===== config.mk =====
export PLATFORM = sky130hd
export DESIGN_NAME = modular_exponentiation
export DESIGN_NICKNAME = d
export VERILOG_FILES = /design/src/rtl/core/mexp_pkg.sv /design/src/rtl/core/modular_exponentiation.sv
export SDC_FILE = /design/constraint.sdc
export NUM_CORES = 1
export LEC_CHECK = 0
export BUFFER_PORTS_ARGS = -buffer_cell sky130_fd_sc_hd__buf_2
export CAP_MARGIN = 20
export CORE_MARGIN = 2
export CORE_UTILIZATION = 45
export CTS_CLUSTER_DIAMETER = 100
export DETAILED_ROUTE_END_ITERATION = 7
export GPL_TIMING_DRIVEN = 0
export PLACE_DENSITY_LB_ADDON = 0.12
export SYNTH_ARGS = -nofsm -noshare
export SYNTH_HDL_FRONTEND = slang
export SYNTH_SLANG_ARGS = --single-unit

===== constraint.sdc =====
create_clock -name clock -period 7.8 [get_ports clock]
set_input_delay 1.95 -clock clock [delete_from_list [all_inputs] [get_ports clock]]
set_output_delay 1.95 -clock clock [all_outputs]
set_load 0.005 [all_outputs]

===== src/rtl/core/mexp_pkg.sv =====
// Shared types and constants for the modular exponentiation block.
package mexp_pkg;

   localparam int FIELD_WIDTH = 32;

   typedef enum logic [3:0] {
      ST_IDLE   = 4'b0001,
      ST_REDUCE = 4'b0010,
      ST_LOOP   = 4'b0100,
      ST_FINISH = 4'b1000
   } mexp_state_type;

endpackage


===== src/rtl/core/modular_exponentiation.sv =====
// Modular exponentiation core: base to the power of exponent modulo modulus, bit-serial.
//
// Each request carries a base, an exponent and a modulus and gives one response with
// base^exponent mod modulus and an error flag. Operands are taken at WIDTH bits, with
// higher bits ignored. A zero modulus gives 0 with mod_error set, and a zero exponent
// gives 1, not reduced. One request is worked on at a time. The base is first reduced
// modulo the modulus. Then each exponent bit, from the low end up to the highest set bit,
// is handled by the multiply and the square running side by side, each a shift-and-add
// modular multiplier that consumes one bit of the current base per cycle. A request with
// a zero modulus or a zero exponent skips the reduction and the loop and goes straight to
// the finish state. The next request is accepted once the previous result has moved to
// the response register.
module modular_exponentiation #(
   parameter int WIDTH = 32
) (
   input  logic                                 clock,
   input  logic                                 reset,
   input  logic                                 req_tvalid,
   output logic                                 req_tready,
   // base_value [31:0], exponent [63:32], modulus [95:64]
   input  logic [3*mexp_pkg::FIELD_WIDTH-1:0]   req_tdata,
   output logic                                 rsp_tvalid,
   input  logic                                 rsp_tready,
   // power_result [31:0]
   output logic [mexp_pkg::FIELD_WIDTH-1:0]     rsp_tdata,
   // mod_error [0]
   output logic                                 rsp_tuser
);
   import mexp_pkg::*;

   localparam int CW = $clog2(WIDTH);
   localparam logic [CW-1:0] CNT_LAST = CW'(WIDTH - 1);

   // One step of the shift-and-add modular multiplier: (2*acc + bit*a) mod m, with acc
   // and a below m. The sum stays below 3m, so one of three candidates is the answer.
   function automatic logic [WIDTH-1:0] mod_step(input logic [WIDTH-1:0] acc,
                                                 input logic [WIDTH-1:0] a,
                                                 input logic             bit_val,
                                                 input logic [WIDTH-1:0] m);
      logic [WIDTH+1:0] t;
      logic [WIDTH+1:0] d1;
      logic [WIDTH+1:0] d2;
      t  = {1'b0, acc, 1'b0} + (bit_val ? {2'b00, a} : '0);
      d1 = t - {2'b00, m};
      d2 = t - {1'b0, m, 1'b0};
      if (!d2[WIDTH+1]) begin
         return d2[WIDTH-1:0];
      end else if (!d1[WIDTH+1]) begin
         return d1[WIDTH-1:0];
      end
      return t[WIDTH-1:0];
   endfunction

   mexp_state_type   state_ff, state_in;
   logic [WIDTH-1:0] m_ff, m_in;
   logic [WIDTH-1:0] e_ff, e_in;
   logic [WIDTH-1:0] b_ff, b_in;
   logic [WIDTH-1:0] bs_ff, bs_in;
   logic [WIDTH-1:0] r_ff, r_in;
   logic [WIDTH-1:0] accr_ff, accr_in;
   logic [WIDTH-1:0] accs_ff, accs_in;
   logic [CW-1:0]    cnt_ff, cnt_in;
   logic             err_ff, err_in;
   logic             rsp_valid_ff, rsp_valid_in;
   logic [FIELD_WIDTH-1:0] rsp_data_ff, rsp_data_in;
   logic             rsp_err_ff, rsp_err_in;

   logic [WIDTH-1:0] in_b;
   logic [WIDTH-1:0] in_e;
   logic [WIDTH-1:0] in_m;
   logic [WIDTH-1:0] step_r;
   logic [WIDTH-1:0] step_s;
   logic [WIDTH-1:0] e_next;
   logic [WIDTH-1:0] one_w;
   logic             cur_bit;
   logic             req_take;
   logic             out_free;

   assign in_b = WIDTH'(req_tdata[FIELD_WIDTH-1:0]);
   assign in_e = WIDTH'(req_tdata[2*FIELD_WIDTH-1:FIELD_WIDTH]);
   assign in_m = WIDTH'(req_tdata[3*FIELD_WIDTH-1:2*FIELD_WIDTH]);
   assign one_w = WIDTH'(1);

   assign req_tready = (state_ff == ST_IDLE);
   assign req_take   = req_tvalid && req_tready;
   assign out_free   = !rsp_valid_ff || rsp_tready;

   assign cur_bit = bs_ff[WIDTH-1];
   assign e_next  = e_ff >> 1;

   // During the base reduction the square unit computes base mod m as base * 1 mod m.
   assign step_r = mod_step(accr_ff, r_ff, cur_bit, m_ff);
   assign step_s = mod_step(accs_ff, (state_ff == ST_REDUCE) ? one_w : b_ff, cur_bit, m_ff);

   always_comb begin
      state_in     = state_ff;
      m_in         = m_ff;
      e_in         = e_ff;
      b_in         = b_ff;
      bs_in        = bs_ff;
      r_in         = r_ff;
      accr_in      = accr_ff;
      accs_in      = accs_ff;
      cnt_in       = cnt_ff;
      err_in       = err_ff;
      rsp_valid_in = rsp_valid_ff && !rsp_tready;
      rsp_data_in  = rsp_data_ff;
      rsp_err_in   = rsp_err_ff;

      case (state_ff)
         ST_IDLE: begin
            if (req_take) begin
               m_in    = in_m;
               e_in    = in_e;
               bs_in   = in_b;
               accr_in = '0;
               accs_in = '0;
               cnt_in  = CNT_LAST;
               err_in  = 1'b0;
               if (in_m == '0) begin
                  r_in     = '0;
                  err_in   = 1'b1;
                  state_in = ST_FINISH;
               end else if (in_e == '0) begin
                  r_in     = one_w;
                  state_in = ST_FINISH;
               end else begin
                  // A modulus of one reduces the initial result to zero.
                  r_in     = (in_m == one_w) ? '0 : one_w;
                  state_in = ST_REDUCE;
               end
            end
         end
         ST_REDUCE: begin
            accs_in = step_s;
            bs_in   = bs_ff << 1;
            cnt_in  = cnt_ff - CW'(1);
            if (cnt_ff == '0) begin
               b_in     = step_s;
               bs_in    = step_s;
               accs_in  = '0;
               accr_in  = '0;
               cnt_in   = CNT_LAST;
               state_in = ST_LOOP;
            end
         end
         ST_LOOP: begin
            accr_in = step_r;
            accs_in = step_s;
            bs_in   = bs_ff << 1;
            cnt_in  = cnt_ff - CW'(1);
            if (cnt_ff == '0) begin
               if (e_ff[0]) begin
                  r_in = step_r;
               end
               b_in    = step_s;
               bs_in   = step_s;
               e_in    = e_next;
               accr_in = '0;
               accs_in = '0;
               cnt_in  = CNT_LAST;
               if (e_next == '0) begin
                  state_in = ST_FINISH;
               end
            end
         end
         ST_FINISH: begin
            if (out_free) begin
               rsp_valid_in = 1'b1;
               rsp_data_in  = FIELD_WIDTH'(r_ff);
               rsp_err_in   = err_ff;
               state_in     = ST_IDLE;
            end
         end
         default: begin
            state_in = ST_IDLE;
         end
      endcase
   end

   always_ff @(posedge clock) begin
      if (reset) begin
         state_ff     <= ST_IDLE;
         rsp_valid_ff <= 1'b0;
      end else begin
         state_ff     <= state_in;
         rsp_valid_ff <= rsp_valid_in;
      end
   end

   always_ff @(posedge clock) begin
      m_ff        <= m_in;
      e_ff        <= e_in;
      b_ff        <= b_in;
      bs_ff       <= bs_in;
      r_ff        <= r_in;
      accr_ff     <= accr_in;
      accs_ff     <= accs_in;
      cnt_ff      <= cnt_in;
      err_ff      <= err_in;
      rsp_data_ff <= rsp_data_in;
      rsp_err_ff  <= rsp_err_in;
   end

   assign rsp_tvalid = rsp_valid_ff;
   assign rsp_tdata  = rsp_data_ff;
   assign rsp_tuser  = rsp_err_ff;

endmodule

==> Word-level counts from Yosys, hierarchy flattened <==
Cells that the tools add are included.
{ "totals": {"out_inout_bits": 35, "reg_bits": 268} }
{ "op_classes": {"reduce_logical": 21, "n_mux": 46, "n_eq_ne": 11, "n_addsub": 7} }
{ "op_table": {"columns": ["op", "count"], "rows": [
  ["2-to-1 mux 32 bit", 20],
  ["one-hot mux 32 bit (2 select lines)", 4],
  ["zero test 32 bit", 3],
  ["one-hot mux 32 bit (3 select lines)", 1],
  ["adder 33 x 32 -> 34 bit", 2],
  ["subtractor 34 x 32 -> 34 bit", 2],
  ["subtractor 34 x 33 -> 34 bit", 2],
  ["equality test 32 x 1 -> 1 bit, second input constant", 1],
  ["2-to-1 mux 4 bit", 7],
  ["one-hot mux 4 bit (4 select lines)", 1],
  ["2-to-1 mux 1 bit", 10],
  ["2-to-1 mux 5 bit", 2],
  ["one-hot mux 5 bit (2 select lines)", 1],
  ["inequality test 2 bit, second input constant", 4],
  ["AND reduction 2 bit", 4],
  ["AND reduction 3 bit", 2],
  ["zero test 5 bit", 1],
  ["AND reduction 5 bit", 1],
  ["subtractor 5 x 1 -> 5 bit, second input constant", 1],
  ["equality test 4 x 1 -> 1 bit, second input constant", 1],
  ["equality test 4 x 2 -> 1 bit, second input constant", 1],
  ["equality test 4 x 3 -> 1 bit, second input constant", 1],
  ["equality test 4 bit, second input constant", 1],
  ["inequality test 2 x 1 -> 1 bit, second input constant", 2],
  ["7 further kinds", 10]
]} }

==> Logic depth before layout (Yosys ltp) <==
{ "logic_depth": {"depth_word": 10, "mapped_depth": 30, "depth_no_buf": 24} }

==> Worst setup path before layout <==
OpenSTA, ideal clock, no wires.
{ "synth_timing": {"path_type": "input to register", "startpoint": "input port req_tvalid", "endpoint": "register accr_ff[0] (enable)", "t_required_ps": 7330, "setup_slack_ps": -630, "stages": 3, "n_path_buf": 0, "arrival_time_ps": 7960, "cell_sequence": "nor2_1 -> a21oi_1 -> a21boi_0"} }
{ "synth_between": {"elab_chain_len": 3} }
{ "synth_lines": {"columns": ["element", "line", "text"], "rows": [
  ["start: declaration", "modular_exponentiation.sv:18", "input logic req_tvalid,"],
  ["logical AND 1 bit", "modular_exponentiation.sv:85", "assign req_take = req_tvalid && req_tready;"],
  ["inequality test 2 x 1 -> 1 bit (no line)", null, null],
  ["AND reduction 3 bit (no line)", null, null],
  ["end signal: assignment", "modular_exponentiation.sv:197", "accr_ff <= accr_in;"],
  ["end: declaration", "modular_exponentiation.sv:60", "logic [WIDTH-1:0] accr_ff, accr_in;"]
]} }
Every way passes these cells.
A chain may end at the register's enable or synchronous reset.

==> Worst setup path after layout <==
{ "layout_timing": {"startpoint": "register state_ff[3]", "endpoint": "register bs_ff[12] (data pin)"} }
{ "layout_between": {"elab_chain_len": 10, "word_cells_on_any_way": 16} }
{ "layout_lines": {"columns": ["element", "line", "text"], "rows": [
  ["start: declaration", "modular_exponentiation.sv:54", "mexp_state_type state_ff, state_in;"],
  ["start signal: assignment", "modular_exponentiation.sv:186", "state_ff <= state_in;"],
  ["equality test 4 x 2 -> 1 bit", "modular_exponentiation.sv:93, modular_exponentiation.sv:110", null],
  ["2-to-1 mux 32 bit", "modular_exponentiation.sv:93", "assign step_s = mod_step(accs_ff, (state_ff == ST_REDUCE) ? one_w : b_ff, cur_bit, m_ff);"],
  ["2-to-1 mux 32 bit", "modular_exponentiation.sv:43", "t = {1'b0, acc, 1'b0} + (bit_val ? {2'b00, a} : '0);"],
  ["adder 33 x 32 -> 34 bit", "modular_exponentiation.sv:43", null],
  ["subtractor 34 x 32 -> 34 bit", "modular_exponentiation.sv:44", "d1 = t - {2'b00, m};"],
  ["2-to-1 mux 32 bit or 2-to-1 mux 1 bit (tied branches)", "modular_exponentiation.sv:48", "end else if (!d1[WIDTH+1]) begin"],
  ["2-to-1 mux 32 bit or 2-to-1 mux 1 bit (tied branches)", "modular_exponentiation.sv:46", "if (!d2[WIDTH+1]) begin"],
  ["2-to-1 mux 32 bit", "modular_exponentiation.sv:51", "return t[WIDTH-1:0];"],
  ["2-to-1 mux 32 bit", "modular_exponentiation.sv:138, modular_exponentiation.sv:152", null],
  ["one-hot mux 32 bit (2 select lines) (*)", "modular_exponentiation.sv:110", "case (state_ff)"],
  ["via bs_in[12]", "modular_exponentiation.sv:58", "logic [WIDTH-1:0] bs_ff, bs_in;"],
  ["end signal: assignment", "modular_exponentiation.sv:195", "bs_ff <= bs_in;"],
  ["end: declaration", "modular_exponentiation.sv:58", null]
]} }
The timed path passes the listed nets; every way through them passes the cells marked *. The select of a mux whose other input is x is not followed.

==> run_results.csv <==
group,metric,value,unit
floorplanning,rows,81,
clock_network,cts.sinks,268,
drt,drt-wirelength-per-cell,21.3,µm
sta,rsz0062_at_grt,"false",
logic_synthesis,async_reset_ff_share,0,%
placed_design,globalplace.congestion,0.985,
logic_synthesis,synth_edf_count,263,
clock_network,clk_pin_slew,60,ps
min_path,hold_path_class,"reg2reg",
sta,fin_skew,18.0,ps
drt,drtIter0Drc,1591,
logic_synthesis,synth_common_cells,"263 x edfxtp_1, 240 x nand2_1, 208 x nor2_1",
clock_network,cts_tree,"yes",
critical_path,cp_max_fo,10,
logic_synthesis,synth.area.top_cells,"edfxtp_1 35%, ha_1 11%, a21oi_1 4.1%",
grt,grt_antenna_before_repair,0,
grt,first_global_vias,18938,
logic_synthesis,yosysUniqueCellTypes,106,
critical_path,crit_type,"reg2reg",
critical_path,arrival,7850,ps
min_path,worstHoldPathCells,0,
floorplanning,fp.dieArea,0.0514,mm²
grt,grt_start_max_net_pins,34,
grt,grt_pass1_wl,107,mm
floorplanning,die_x,227,µm
clock_network,cts_root_buf,"clkbuf_16",
logic_synthesis,synth_fp_nets,2725,
sta,max-slew-margin-rel,29.9,%
sta,slew_violations,0,
clock_network,h-tree-depth,2,
critical_path,critPathCaptureType,"register",
drt,ant_nets,0,
logic_synthesis,syn_inst,2428,
finish,num_antenna_cells,0,
logic_synthesis,avgSynthCellArea,9.20,µm²
clock_network,clockBufferDepth,3,
sta,finalHoldViolCount,0,
critical_path,critPathRequiredTime,8070,ps
grt,grt_use_total,27.2,%
finish,final_core_util,51.7,%
finish,layout-drive-gt1-share,12.0,%
drt,vias,19691,
logic_synthesis,ys_ff_latch,268,
logic_synthesis,synth_most_common_cell,"edfxtp_1",
placed_design,io_buffers,134,
drt,vias_per_cell,5.97,
logic_synthesis,synthesis.area,0.0223,mm²
finish,fill_cells,4556,
clock_network,cts_buffers,34,
logic_synthesis,ys_seq_area_share,35.8,%
sta,setup_violations,0,
critical_path,ff2ff_path_depth,29,
floorplanning,io_pins,135,
sta,fin_crit_sh,97.2,%
floorplanning,start_util,45.6,%
floorplanning,fp.dieH,227,µm
floorplanning,coreArea,0.0490,mm²
placed_design,hpwl,56.1,mm
sta,fmax,132,MHz
finish,layout.nets,2907,
flow_run,cap_violations,0,
sta,tightest_slew,1050,ps
grt,grt_overflow,0,
logic_synthesis,yosysTopAreaCellShare,35.3,%
critical_path,critPathMaxStageDelay,440,ps
critical_path,cp-start-kind,"register",
run_status,status,"finished clean",
sta,finalCriticalPeriod,7580,ps
logic_synthesis,synth_top_flop_cell,"edfxtp_1",
finish,area_growth,13.2,%
drt,route.detailed.drc,0,
drt,drt_wl_total,70.2,mm
drt,dr.pass1.iters,6,
logic_synthesis,yosys.area.top_type,"edfxtp_1",
clock_network,clock_latency,550,ps
critical_path,crit_slowest_cell,"nor4b_4",
logic_synthesis,yosysWarnings,0,
==> stage by stage <==
step	hold WS, ps	TNS [ps]	worst slack, ps	instances	area, µm²
finish	440	0	217	3296	25300
global route	449	0	4.58	3296	25300
CTS	442	0	17.6	3295	25200
detailed placement	427	-35000	-640	3236	24100
global placement	414	-230240	-3140	3226	23800
floorplan	400	0	923	2428	22300
==> what timing repair did <==
action                                  in CTS  in global routing
endpoints found under the hold margin        0                  0
endpoints found under the setup margin      96                 77
gates resized for setup                      9                 18
setup buffers                                1                  1
hold buffers                                 0                  0
pin swaps                                    0                  1
==> metal layers <==
layer / routed length [µm] / global-route usage, % / up-vias
met5: 0 / 0 / -
li1: - / - / 9559
met2: 33500 / 46.7 / 576
met1: 30400 / 34.8 / 9407
met4: 3050 / 11.6 / 0
met3: 3250 / 2.77 / 149
==> flip-flops by register name, indices dropped and copies added, names as in the netlist, 4 cells and up <==
signal / flops
accr_ff: 32
accs_ff: 32
b_ff: 32
bs_ff: 32
e_ff: 32
m_ff: 32
r_ff: 32
rsp_tdata: 32
cnt_ff: 5
state_ff: 4
==> cells in the final DEF (no fill, tap or decap), drive strengths merged, types with 18 or more instances in the layout <==
| cell type | Yosys | routed |
|---|---|---|
| a21oi | 191 | 191 |
| a22oi | 28 | 28 |
| a31oi | 30 | 30 |
| o211ai | 24 | 24 |
| clkbuf | 63 | 107 |
| nor2 | 209 | 209 |
| a211oi | 51 | 51 |
| nor4 | 41 | 41 |
| xnor2 | 94 | 94 |
| nand4 | 30 | 30 |
| a21o | 83 | 83 |
| o21a | 36 | 36 |
| nand2 | 240 | 240 |
| nand3 | 34 | 34 |
| o31ai | 18 | 18 |
| nor2b | 24 | 24 |
| ha | 191 | 191 |
| nor3 | 58 | 58 |
| and2 | 77 | 77 |
| o21ai | 148 | 148 |
| and3 | 24 | 24 |
| o21bai | 23 | 23 |
| edfxtp | 263 | 263 |
| inv | 101 | 101 |
| xor2 | 49 | 49 |
| buf | 22 | 166 |
| mux2i | 25 | 25 |
| nand2b | 25 | 25 |
==> path summary, 6_finish.rpt <==
| check | start | endpoint | slack, ps |
|---|---|---|---|
| worst max register to register | state_ff[3] | bs_ff[12] | 220 |
| worst max-delay path | state_ff[3] | bs_ff[12] | 220 |
| worst min register to register | r_ff[1] | rsp_tdata[1] | 440 |
| worst min-delay path | r_ff[1] | rsp_tdata[1] | 440 |
==> critical path, delay by kind of cell, from the launching register on <==
kind | cells | cell delay (ps)
compound gates | 11 | 2830
fa+ha+maj | 2 | 600
xor+xnor | 2 | 400
simple gates | 8 | 1690
flops | 1 | 390
buf+inv | 6 | 1360
==> area by class of cell <==
type	instances	area (µm²)	area share, %
Sequential cell	268	8000	31.6
Tap cell	664	831	3.28
Timing Repair Buffer	146	856	3.38
Multi-Input combinational cell	1973	13700	54.3
Clock buffer	42	945	3.73
Buffer	85	394	1.56
Inverter	102	383	1.51
Clock inverter	16	145	0.574
==> cell families after synthesis <==
family,count (synthesis),synth area share (%)
flip-flops,268,35.8
adder cells (fa/ha/maj),197,11.2
buffers and inverters,187,3.42
multiplexers,33,1.57
AND/OR/NAND/NOR,820,17.9
AO/OA/AOI/OAI,780,24.4
XOR/XNOR,143,5.76
Power is not shown: default switching activity piles up to over one toggle a cycle in this logic, so the estimate is an artifact.
